===== config.mk =====
export PLATFORM = sky130hd
export DESIGN_NAME = adjacency_matrix_dfs
export DESIGN_NICKNAME = d
export VERILOG_FILES = /design/src/hdl/adm_pkg.sv /design/src/hdl/adjacency_matrix_dfs.sv /design/src/hdl/adm_adj_mem.sv /design/src/hdl/adm_stack_mem.sv
export SDC_FILE = /design/constraint.sdc
export NUM_CORES = 2
export LEC_CHECK = 0
export BUFFER_PORTS_ARGS = -buffer_cell sky130_fd_sc_hd__clkbuf_2
export CORE_MARGIN = 4
export CORE_UTILIZATION = 65
export DETAILED_ROUTE_END_ITERATION = 16
export PLACE_DENSITY = 0.82
export SLEW_MARGIN = 20
export SYNTH_ARGS = -nofsm -noshare
export SYNTH_HDL_FRONTEND = slang
export SYNTH_HIERARCHICAL = 1
export SYNTH_SLANG_ARGS = --single-unit
export TNS_END_PERCENT = 50

===== constraint.sdc =====
create_clock -name clk -period 15.45 [get_ports clk]
set_input_delay 1.545 -clock clk [delete_from_list [all_inputs] [get_ports clk]]
set_output_delay 1.545 -clock clk [all_outputs]
set_load 0.02 [all_outputs]

===== src/hdl/adm_pkg.sv =====
// Package for the adjacency-matrix depth-first search block.
// Holds sizes, field types, result codes and memory request structs.
// No dependencies; every other file imports it.
`default_nettype none

package adm_pkg;

	// Sizes
	localparam int MAX_VERTICES = 16;
	localparam int STACK_DEPTH  = 256;
	localparam int VERT_W       = 5;
	localparam int VIDX_W       = $clog2(MAX_VERTICES);
	localparam int SADDR_W      = $clog2(STACK_DEPTH);
	localparam int SP_W         = SADDR_W + 1;
	localparam int CFG_W        = 5;
	localparam int PADDR_W      = 3;
	localparam int PDATA_W      = 32;

	// Configuration
	localparam logic [CFG_W-1:0] VCOUNT_RESET = 5'd8;
	localparam logic [CFG_W-1:0] VCOUNT_MIN   = 5'd2;
	localparam logic             REG_VERTEX_COUNT = 1'b0;

	// Operation codes
	localparam logic OP_ADD_EDGE = 1'b0;
	localparam logic OP_SEARCH   = 1'b1;

	// Result status codes
	localparam logic [1:0] STS_VISITED  = 2'd0;
	localparam logic [1:0] STS_GOAL     = 2'd1;
	localparam logic [1:0] STS_REJECTED = 2'd2;
	localparam logic [1:0] STS_MISSED   = 2'd3;

	typedef logic [VERT_W-1:0]       vertex_t;
	typedef logic [VIDX_W-1:0]       vidx_t;
	typedef logic [MAX_VERTICES-1:0] row_t;
	typedef logic [SADDR_W-1:0]      saddr_t;
	typedef logic [SP_W-1:0]         sp_t;

	// Adjacency row memory request
	typedef struct packed {
		logic  rd_en;
		vidx_t rd_idx;
		logic  wr_en;
		vidx_t wr_idx;
		row_t  wr_row;
	} adj_req_t;

	// Pending-vertex stack request
	typedef struct packed {
		logic    rd_en;
		saddr_t  rd_addr;
		logic    wr_en;
		saddr_t  wr_addr;
		vertex_t wr_data;
	} stk_req_t;

	// Vertex number (from 1) to row or bit index (from 0)
	function automatic vidx_t to_idx(input vertex_t v);
		vertex_t d;
		d = v - vertex_t'(1);
		return d[VIDX_W-1:0];
	endfunction

	// One-hot bit for a vertex number
	function automatic row_t bit_of(input vertex_t v);
		return row_t'(1) << to_idx(v);
	endfunction

endpackage

`default_nettype wire


===== src/hdl/adjacency_matrix_dfs.sv =====
// Top level of the adjacency-matrix depth-first search block.
// Holds the APB register, the walk sequencer and the result register.
// Depends on adm_pkg, adm_adj_mem and adm_stack_mem.
//
//  Channel  | Signals                                     | Handshake
//  ---------+---------------------------------------------+-------------------------
//  input    | operation, vertex_a, vertex_b               | in_valid / in_ready
//  result   | vertex, status, last                        | out_valid / out_ready
//  config   | psel penable pwrite paddr pwdata prdata     | APB, pready tied high
//
// An edge add makes two read-modify-write passes on the row memory.
// A search passes each visited vertex through the visit, load and scan states, pushing
// its unvisited neighbors up to the stack depth, and each popped entry through the pop and check states.
// A new item is taken only when the sequencer is idle; a finished result may
// still wait in the result register. A full result register stalls the walk.
// Reset clears the matrix through per-row valid flags; no clearing pass.
`default_nettype none

module adjacency_matrix_dfs
	import adm_pkg::*;
(
	input  wire logic               clk,
	input  wire logic               arst_n,
	// input items
	input  wire logic               in_valid,
	output logic                    in_ready,
	input  wire logic               operation,
	input  wire logic [VERT_W-1:0]  vertex_a,
	input  wire logic [VERT_W-1:0]  vertex_b,
	// result items
	output logic                    out_valid,
	input  wire logic               out_ready,
	output logic [VERT_W-1:0]       vertex,
	output logic [1:0]              status,
	output logic                    last,
	// configuration
	input  wire logic               psel,
	input  wire logic               penable,
	input  wire logic               pwrite,
	input  wire logic [PADDR_W-1:0] paddr,
	input  wire logic [PDATA_W-1:0] pwdata,
	output logic [PDATA_W-1:0]      prdata,
	output logic                    pready
);

	localparam int NMASK_W = MAX_VERTICES + 1;

	// Sequencer states
	localparam logic [3:0] S_IDLE    = 4'd0;
	localparam logic [3:0] S_E_RDA   = 4'd1;
	localparam logic [3:0] S_E_WRA   = 4'd2;
	localparam logic [3:0] S_E_RDB   = 4'd3;
	localparam logic [3:0] S_E_WRB   = 4'd4;
	localparam logic [3:0] S_REJECT  = 4'd5;
	localparam logic [3:0] S_VISIT   = 4'd6;
	localparam logic [3:0] S_LOAD    = 4'd7;
	localparam logic [3:0] S_SCAN    = 4'd8;
	localparam logic [3:0] S_POP     = 4'd9;
	localparam logic [3:0] S_POPCHK  = 4'd10;
	localparam logic [3:0] S_MISS    = 4'd11;

	logic [3:0]       state_q;
	logic [CFG_W-1:0] vcount_q;
	vidx_t            edge_a_q;
	vidx_t            edge_b_q;
	vertex_t          cur_q;
	vertex_t          goal_q;
	row_t             visited_q;
	row_t             mask_q;
	sp_t              sp_q;

	logic             out_valid_q;
	vertex_t          vertex_q;
	logic [1:0]       status_q;
	logic             last_q;

	vertex_t            n_act;
	logic [NMASK_W-1:0] nmask_ext;
	row_t               nmask;
	logic               cfg_wr;
	logic               in_acc;
	logic               a_ok;
	logic               b_ok;
	logic               b_goal_ok;
	logic               out_free;
	logic               emit;
	vertex_t            emit_vertex;
	logic [1:0]         emit_status;
	logic               emit_last;
	vidx_t              low_idx;
	vertex_t            low_vertex;
	logic               sp_full;
	sp_t                sp_m1;
	vertex_t            pop_v;
	logic               pop_ok;
	row_t               adj_row;
	vertex_t            stk_rd;
	adj_req_t           adj_req;
	stk_req_t           stk_req;

	// Clamp the vertex count to the supported range
	always_comb begin
		if (vcount_q < VCOUNT_MIN) begin
			n_act = vertex_t'(VCOUNT_MIN);
		end else if (vcount_q > CFG_W'(MAX_VERTICES)) begin
			n_act = vertex_t'(MAX_VERTICES);
		end else begin
			n_act = vertex_t'(vcount_q);
		end
	end

	assign nmask_ext = (NMASK_W'(1) << n_act) - NMASK_W'(1);
	assign nmask     = nmask_ext[MAX_VERTICES-1:0];

	// Configuration port
	assign pready = 1'b1;
	assign cfg_wr = psel && penable && pwrite && (paddr[2] == REG_VERTEX_COUNT);
	assign prdata = (paddr[2] == REG_VERTEX_COUNT) ? PDATA_W'(vcount_q) : '0;

	always_ff @(posedge clk or negedge arst_n) begin
		if (!arst_n) begin
			vcount_q <= VCOUNT_RESET;
		end else if (cfg_wr) begin
			vcount_q <= pwdata[CFG_W-1:0];
		end
	end

	// Input checks
	assign in_ready  = (state_q == S_IDLE);
	assign in_acc    = in_valid && in_ready;
	assign a_ok      = (vertex_a != '0) && (vertex_a <= n_act);
	assign b_ok      = (vertex_b != '0) && (vertex_b <= n_act);
	assign b_goal_ok = (vertex_b <= n_act);

	// Lowest pending neighbor first, so the highest one pops first
	always_comb begin
		low_idx = '0;
		for (int i = MAX_VERTICES - 1; i >= 0; i--) begin
			if (mask_q[i]) begin
				low_idx = VIDX_W'(i);
			end
		end
	end

	assign low_vertex = vertex_t'(low_idx) + vertex_t'(1);
	assign sp_full    = (sp_q == SP_W'(STACK_DEPTH));
	assign sp_m1      = sp_q - sp_t'(1);
	assign pop_v      = stk_rd;
	assign pop_ok     = (pop_v != '0) && (pop_v <= n_act) && !visited_q[to_idx(pop_v)];
	assign out_free   = !out_valid_q || out_ready;

	// Memory requests and result emission
	always_comb begin
		adj_req     = '0;
		stk_req     = '0;
		emit        = 1'b0;
		emit_vertex = '0;
		emit_status = STS_VISITED;
		emit_last   = 1'b0;
		unique case (state_q)
			S_E_RDA: begin
				adj_req.rd_en  = 1'b1;
				adj_req.rd_idx = edge_a_q;
			end
			S_E_WRA: begin
				adj_req.wr_en  = 1'b1;
				adj_req.wr_idx = edge_a_q;
				adj_req.wr_row = adj_row | (row_t'(1) << edge_b_q);
			end
			S_E_RDB: begin
				adj_req.rd_en  = 1'b1;
				adj_req.rd_idx = edge_b_q;
			end
			S_E_WRB: begin
				adj_req.wr_en  = 1'b1;
				adj_req.wr_idx = edge_b_q;
				adj_req.wr_row = adj_row | (row_t'(1) << edge_a_q);
			end
			S_VISIT: begin
				if (out_free) begin
					emit        = 1'b1;
					emit_vertex = cur_q;
					if (cur_q == goal_q) begin
						emit_status = STS_GOAL;
						emit_last   = 1'b1;
					end else begin
						adj_req.rd_en  = 1'b1;
						adj_req.rd_idx = to_idx(cur_q);
					end
				end
			end
			S_SCAN: begin
				if ((mask_q != '0) && !sp_full) begin
					stk_req.wr_en   = 1'b1;
					stk_req.wr_addr = sp_q[SADDR_W-1:0];
					stk_req.wr_data = low_vertex;
				end
			end
			S_POP: begin
				if (sp_q != '0) begin
					stk_req.rd_en   = 1'b1;
					stk_req.rd_addr = sp_m1[SADDR_W-1:0];
				end
			end
			S_MISS: begin
				if (out_free) begin
					emit        = 1'b1;
					emit_status = STS_MISSED;
					emit_last   = 1'b1;
				end
			end
			S_REJECT: begin
				if (out_free) begin
					emit        = 1'b1;
					emit_status = STS_REJECTED;
					emit_last   = 1'b1;
				end
			end
			default: begin
			end
		endcase
	end

	// Walk sequencer
	always_ff @(posedge clk or negedge arst_n) begin
		if (!arst_n) begin
			state_q   <= S_IDLE;
			sp_q      <= '0;
			visited_q <= '0;
		end else begin
			unique case (state_q)
				S_IDLE: begin
					if (in_acc) begin
						if (operation == OP_ADD_EDGE) begin
							if (a_ok && b_ok) begin
								state_q <= S_E_RDA;
							end
						end else if (a_ok && b_goal_ok) begin
							visited_q <= '0;
							sp_q      <= '0;
							state_q   <= S_VISIT;
						end else begin
							state_q <= S_REJECT;
						end
					end
				end
				S_E_RDA:  state_q <= S_E_WRA;
				S_E_WRA:  state_q <= S_E_RDB;
				S_E_RDB:  state_q <= S_E_WRB;
				S_E_WRB:  state_q <= S_IDLE;
				S_VISIT: begin
					if (out_free) begin
						visited_q <= visited_q | bit_of(cur_q);
						state_q   <= (cur_q == goal_q) ? S_IDLE : S_LOAD;
					end
				end
				S_LOAD:   state_q <= S_SCAN;
				S_SCAN: begin
					if (mask_q == '0) begin
						state_q <= S_POP;
					end else if (!sp_full) begin
						sp_q <= sp_q + sp_t'(1);
					end
				end
				S_POP: begin
					if (sp_q == '0) begin
						state_q <= S_MISS;
					end else begin
						sp_q    <= sp_m1;
						state_q <= S_POPCHK;
					end
				end
				S_POPCHK: state_q <= pop_ok ? S_VISIT : S_POP;
				S_MISS: begin
					if (out_free) begin
						state_q <= S_IDLE;
					end
				end
				S_REJECT: begin
					if (out_free) begin
						state_q <= S_IDLE;
					end
				end
				default:  state_q <= S_IDLE;
			endcase
		end
	end

	// Walk payload: edge endpoints, current vertex, goal, neighbor mask
	always_ff @(posedge clk) begin
		if (state_q == S_IDLE && in_acc) begin
			edge_a_q <= to_idx(vertex_a);
			edge_b_q <= to_idx(vertex_b);
			cur_q    <= vertex_a;
			goal_q   <= vertex_b;
		end
		if (state_q == S_POPCHK && pop_ok) begin
			cur_q <= pop_v;
		end
		if (state_q == S_LOAD) begin
			mask_q <= adj_row & ~visited_q & nmask;
		end else if (state_q == S_SCAN && mask_q != '0) begin
			mask_q <= mask_q & ~(row_t'(1) << low_idx);
		end
	end

	// Result register: hold until taken, load on emit
	always_ff @(posedge clk or negedge arst_n) begin
		if (!arst_n) begin
			out_valid_q <= 1'b0;
		end else if (emit) begin
			out_valid_q <= 1'b1;
		end else if (out_ready) begin
			out_valid_q <= 1'b0;
		end
	end

	always_ff @(posedge clk) begin
		if (emit) begin
			vertex_q <= emit_vertex;
			status_q <= emit_status;
			last_q   <= emit_last;
		end
	end

	assign out_valid = out_valid_q;
	assign vertex    = vertex_q;
	assign status    = status_q;
	assign last      = last_q;

	adm_adj_mem u_adj_mem (
		.clk    (clk),
		.arst_n (arst_n),
		.req    (adj_req),
		.rd_row (adj_row)
	);

	adm_stack_mem u_stack_mem (
		.clk     (clk),
		.req     (stk_req),
		.rd_data (stk_rd)
	);

	// Reaching the goal ends the search
	a_goal_ends: assert property (@(posedge clk) disable iff (!arst_n)
		(state_q == S_VISIT && out_free && cur_q == goal_q) |=> (state_q == S_IDLE))
		else $error("search did not end at the goal");

	// Stack pointer never passes the stack depth
	a_sp_bound: assert property (@(posedge clk) disable iff (!arst_n)
		sp_q <= SP_W'(STACK_DEPTH))
		else $error("stack pointer beyond depth");

	// The current vertex is marked before its neighbors are scanned
	a_load_marked: assert property (@(posedge clk) disable iff (!arst_n)
		(state_q == S_LOAD) |-> visited_q[to_idx(cur_q)])
		else $error("current vertex not marked visited");

	// A result appears only from an emitting state
	a_result_source: assert property (@(posedge clk) disable iff (!arst_n)
		$rose(out_valid_q) |-> ($past(state_q) == S_VISIT || $past(state_q) == S_MISS
			|| $past(state_q) == S_REJECT))
		else $error("result loaded outside an emitting state");

endmodule

`default_nettype wire


===== src/hdl/adm_adj_mem.sv =====
// Adjacency row memory: one row per vertex, registered read.
// Per-row valid flags make unwritten rows read as zero after reset.
// Depends on adm_pkg.
`default_nettype none

module adm_adj_mem
	import adm_pkg::*;
(
	input  wire logic     clk,
	input  wire logic     arst_n,
	input  wire adj_req_t req,
	output row_t          rd_row
);

	row_t                    rows_mem [MAX_VERTICES];
	logic [MAX_VERTICES-1:0] row_vld_q;
	row_t                    rd_data_q;
	logic                    rd_vld_q;

	// Write the row array and register reads
	always_ff @(posedge clk) begin
		if (req.wr_en) begin
			rows_mem[req.wr_idx] <= req.wr_row;
		end
		if (req.rd_en) begin
			rd_data_q <= rows_mem[req.rd_idx];
		end
	end

	// Track written rows; latch validity of the row being read
	always_ff @(posedge clk or negedge arst_n) begin
		if (!arst_n) begin
			row_vld_q <= '0;
			rd_vld_q  <= 1'b0;
		end else begin
			if (req.wr_en) begin
				row_vld_q[req.wr_idx] <= 1'b1;
			end
			if (req.rd_en) begin
				rd_vld_q <= row_vld_q[req.rd_idx];
			end
		end
	end

	assign rd_row = rd_vld_q ? rd_data_q : '0;

	// Read and write never hit the same row in one cycle
	a_no_rw_collision: assert property (@(posedge clk) disable iff (!arst_n)
		(req.rd_en && req.wr_en) |-> (req.rd_idx != req.wr_idx))
		else $error("adjacency row read and written in the same cycle");

endmodule

`default_nettype wire


===== src/hdl/adm_stack_mem.sv =====
// Pending-vertex stack storage: single-port write, registered read.
// Contents are undefined until written; the stack pointer lives outside.
// Depends on adm_pkg.
`default_nettype none

module adm_stack_mem
	import adm_pkg::*;
(
	input  wire logic     clk,
	input  wire stk_req_t req,
	output vertex_t       rd_data
);

	vertex_t stack_mem [STACK_DEPTH];
	vertex_t rd_data_q;

	// Write pushes, register pops
	always_ff @(posedge clk) begin
		if (req.wr_en) begin
			stack_mem[req.wr_addr] <= req.wr_data;
		end
		if (req.rd_en) begin
			rd_data_q <= stack_mem[req.rd_addr];
		end
	end

	assign rd_data = rd_data_q;

endmodule

`default_nettype wire


## Yosys cells after proc, flatten, opt, wreduce, memory -nomap -nowiden

Memories as Yosys holds them, arrays and structs flattened. A register that Yosys moved wholly into a read port is not among the register bits.
Index checks and enable logic that the tools add are counted.

- Register bits: 94
- RAM bits: 1536
- Bits of input ports: 53
- Output and inout port bits: 43
- Logic and storage cells: 187
- Memories kept: 2

- Add/subtract/negate cells: 8
- Order comparisons: 9
- Equal/unequal tests: 23
- Shift-type cells: 5
- Multiplexer cells: 77
- Bitwise logic cells: 10
- Reductions and logical operators: 38

Memories:

| memory | words | width | rd ports | clocked after Yosys merged registers in | write ports | line | text |
|---|---|---|---|---|---|---|---|
| u_stack_mem.stack_mem | 256 | 5 | 1 | 1 | 1 | adm_stack_mem.sv:14 | `vertex_t stack_mem [STACK_DEPTH];` |
| u_adj_mem.rows_mem | 16 | 16 | 1 | 1 | 1 | adm_adj_mem.sv:15 | `row_t rows_mem [MAX_VERTICES];` |

Operators with widths:

| kind | number |
|---|---|
| $mux 16 | 7 |
| $mux 4 | 23 |
| $mux 9 | 8 |
| $or 16x16->16 | 4 |
| $shl 1x4->16 const A | 4 |
| $and 16x16->16 | 3 |
| $pmux 21 s2 | 1 |
| $pmux 4 s10 | 1 |
| $mux 5 | 7 |
| $not 16->16 | 2 |
| $pmux 16 s2 | 1 |
| $mux 14 | 2 |
| $pmux 9 s3 | 1 |
| $eq 4x3->1 const B | 4 |
| $eq 4x4->1 const B | 4 |
| $logic_not 16->1 | 1 |
| $mux 1 | 16 |
| $reduce_bool 16->1 | 1 |
| $shl 1x5->16 const A | 1 |
| $sub 16x2->16 const B | 1 |
| $sub 4x1->4 const B | 4 |
| $le 5x5->1 | 3 |
| $logic_and 1x1->1 | 15 |
| $lt 4x5->1 const B | 3 |
| 34 further kinds | 53 |

## Logic depth before layout (Yosys ltp)

- Word-level depth: 21
- Mapped depth: 20
- Mapped depth without buffers: 13

## By module

Netlist, hierarchy kept.

By module, submodules not included:

| module | times used | cells an instance | area each (um^2) |
|---|---|---|---|
| adm_stack_mem | 1 | 2497 | 50334.5 |
| adm_adj_mem | 1 | 452 | 10961.8 |
| adjacency_matrix_dfs | 1 | 668 | 5885.6 |

## Least setup slack after synthesis

Ideal clock, no wire load.

- Kind: reg2reg
- From: register sp_q[0]
- To: memory u_stack_mem/stack_mem[0][3] in the netlist's numbering (data pin)
- Library setup time: 1388 ps
- Data arrival time: 7439 ps
- Required time: 14062 ps
- Setup slack: 6623 ps
- Cell stages (with the launch flop): 10
- Cells stage by stage: dfrtp_1 > clkbuf_1 > inv_1 > ha_1 > or3b_4 > or4_4 > nor2_1 > nand2_1 > nand2_1 > nor2_1

RTL lines:

| item | line | text |
|---|---|---|
| start: declaration | adjacency_matrix_dfs.sv:70 | `sp_t sp_q;` |
| start signal: assignment | adjacency_matrix_dfs.sv:262 | `sp_q <= sp_q + sp_t'(1);` |
| start signal: assignment | adjacency_matrix_dfs.sv:269 | `sp_q <= sp_m1;` |
| end: declaration | adm_stack_mem.sv:14 |  |

==> results by group <==
Finish
  – Layout overhead on the synthesized area: 9.716%
  – Fill cells: roughly 5700
  – Final #Nets: around 3800
  – Layout cells sized above 1: 20.66%
  – Final Non-Filler Cells: 5174

Timing
  – Hold_ws: ~0.48 ns
  – Worst-margin pin slew: around 1.1 ns
  – Final Hold Viols: 0
  – Fin crit period: ~8 ns
  – Final Setup Violations: 0
  – Fmax: about 0.13 GHz
  – Clock skew: around 0.023 ns
  – Final period utilization: between 50% and 60%
  – Fin Setup TNS: 0 ns
  – Slew Limit Fails: 0
  – Max-slew headroom: 26.65%
  – RSZ-0062 raised after global routing: false

Placement
  – Placer Congestion: slightly above 0.9
  – Count of input and output buffers: 38
  – Dpl cells: 4891
  – DP HPWL: roughly 94 mm

CTS
  – Clock Path Buffers: 3
  – Cts hold-fix bufs: 0
  – Reg clk slew, reported paths: approximately 0.06 ns
  – CTS tree: built
  – CTS Sinks: between 1500 and 2000
  – Cts repair resizes: 0
  – CTS HTree Levels: 4
  – Later-pin clock latency in the skew report: approximately 0.75 ns
  – Clock root cell: clkbuf_16
  – Setup repair bufs after CTS: 0
  – TritonCTS buffer count: ~160

Critical path
  – Critical Path AT: around 8.3 ns
  – Required time worst endpoint: around 16 ns
  – Reg2Reg Setup Slack: approximately 7.6 ns
  – Setup crit end kind: flop
  – Maximum fanout along the worst path: 106
  – Startpoint Class: flop
  – CP Class: flop to flop

Run status
  – Status: completed

Yosys
  – Syn Inst Count: ~3600
  – Top_reg_cell synth: edfxtp_1
  – Post-synth design cell area: about 0.067 mm^2
  – FFs w/ async S/R, synth: 3.150%
  – EDFF count, synth: roughly 1600
  – Yosys reg bits: ~1700
  – Syn_area_per_cell: about 19 um^2
  – Top cells by count, synth: edfxtp_1 (1599), mux4_2 (378), nor2_1 (356), clkbuf_1 (120), nand2_1 (103)
  – YS warnings: 6
  – Synth area leader: edfxtp_1
  – Most frequent cell after synthesis: edfxtp_1
  – Count of different cell masters after synthesis: just over 80
  – Sequential cell area fraction in the yosys report: roughly three quarters
  – Yosys top cell area share: a little under three quarters
  – Synth top area cells: edfxtp_1 (71%), mux4_2 (13%), nor2_1 (2.0%)

GRT
  – Vias in the first global route: roughly 37000
  – Largest net degree at the start of global routing: about 260
  – Tot GR Track Use: 31.25%
  – Grt ovf: 0
  – Initial antenna violation count: 2
  – First-pass GRT wire length: ~250 mm

Route
  – ANT nets after route: 0
  – Drt wl/cell: between 30 and 40 um
  – Drt first pass iters: 8
  – Final wirelength: around 170 mm
  – DR iter-0 viols: roughly 5700
  – Vias per cell: ~7
  – Via Count: 36923
  – Residual DRC: 0

Floorplan
  – IO Pins: 96
  – Die Y: approximately 330 um
  – Placeable Area: just over 0.1 mm^2
  – Chip width: between 300 and 400 um
  – Die footprint: between 0.1 and 0.15 mm^2
  – Row cnt: roughly 120
  – Initial Util: approximately two thirds

Job
  – Maxcap violations: 0

Power and ir drop
  – Pwr Total: between 0.01 and 0.015 W
  – LEAKAGE: between 20 and 25 nW
  – Maximum ir drop on the vdd rail: between 150 and 200 uV
  – P per Cell Area: about 140 mW/mm^2

Hold path
  – HP Class: flop to flop
## cells in the final DEF (no fill, tap or decap), types with 11 or more instances in the layout
master and n:
or2_2 23, edfxtp_1 1599, nand3b_1 14, clkinv_2 24, inv_1 42, nand2b_1 25
nor2b_1 22, o21ai_0 44, ha_1 35, mux4_2 378, nor2_2 14, a21oi_1 61
o21ai_1 11, nand2_1 103, clkbuf_1 36, and2_1 29, a22oi_1 58, xor2_1 13
clkinv_1 35, buf_4 66, nand3_1 68, nor3_1 38, o22ai_1 41, nand4_1 22
conb_1 30, nor4_1 21, a211oi_1 15, clkbuf_16 161, a22o_1 23, o31ai_1 17
dfrtp_1 51, mux2i_1 99, nor2_1 334, clkbuf_2 38
## stage by stage
step | area, um^2 | setup WS, ns | utilization [%]
6_report | 73710 | 7.593 | 72.14
5_1_grt | 73710 | 7.225 | 72.14
4_1_cts | 73620 | 7.863 | 72.04
3_5_place_dp | 68750 | 8.011 | 67.29
3_3_place_gp | 68750 | 8.099 | 67.29
2_1_floorplan | 67290 | 6.623 | -
## final timing paths
path,startpoint,to,cells past startpoint
worst min-delay path,u_adj_mem/row_vld_q[8],u_adj_mem/row_vld_q[8],1
worst min register to register,u_adj_mem/row_vld_q[8],u_adj_mem/row_vld_q[8],1
min in group asynchronous,arst_n,state_q[1],2
worst max register to register,state_q[0],u_stack_mem/rd_data[4],13
worst max-delay path,state_q[0],u_stack_mem/rd_data[4],13
max in group asynchronous,arst_n,sp_q[0],2
## flip-flops by register name, indices dropped and copies added, names as in the netlist, 2 cells and up
| register | count |
|---|---|
| status | 2 |
| vcount_q | 5 |
| vertex | 5 |
| state_q | 4 |
| edge_b_q | 4 |
| u_adj_mem/row_vld_q | 16 |
| edge_a_q | 4 |
| u_adj_mem/rd_data_q | 16 |
| sp_q | 9 |
| goal_q | 5 |
| u_stack_mem/rd_data | 5 |
| mask_q | 16 |
| visited_q | 16 |
| cur_q | 5 |
| u_stack_mem/stack_mem | 1280 |
| u_adj_mem/rows_mem | 256 |
## routing by layer
layer | track usage (%) | routed length (um)
met5 | 0 | 9
met4 | 15.85 | 10250
met3 | 7.372 | 18920
met2 | 50.08 | 82160
met1 | 40.89 | 56470
## final cells by class
class	instances	area, um^2	share of cell area (%)
Multi-Input combinational cell	1717	16760	22.73
Antenna cell	1	2.502	0.003395
Sequential cell	1651	49320	66.91
Tap cell	1368	1712	2.322
Clock buffer	202	4233	5.743
Clock inverter	77	629.4	0.8538
Inverter	45	168.9	0.2292
Timing Repair Buffer	113	888.4	1.205
## power by group
group | switching (W) | internal, W
sequential | 0.000135 | 0.00518
combinational | 0.000808 | 0.000503
clock | 0.00162 | 0.00208
## worst max-delay path, cell delays in order, from the launching register on
cell,delay [ns]
dfrtp_1,0.86
nand2_1,0.27
nor2_1,0.74
nand2_1,0.65
nor2_4,0.26
buf_12,0.56
buf_12,0.70
buf_4,0.80
mux4_2,0.62
a221oi_1,0.33
o31ai_1,0.21
nor4_1,0.88
a31oi_1,0.15
a311o_1,0.37
## cells by family (layout without fill, tap and decap cells)
logic type               count (synthesis)  in the layout  synth area share (%)
flip-flops                            1651           1651                 73.41
AND/OR/NAND/NOR                        764            764                 5.328
multiplexers                           490            490                 14.36
AO/OA/AOI/OAI                          377            377                 3.902
buffers and inverters                  277            437                 2.058
adder cells (fa/ha/maj)                 35             35                0.6518
XOR/XNOR                                21             21                0.2738
other                                    2             31               0.01118
Note: power is estimated with default switching activity, not from simulation.
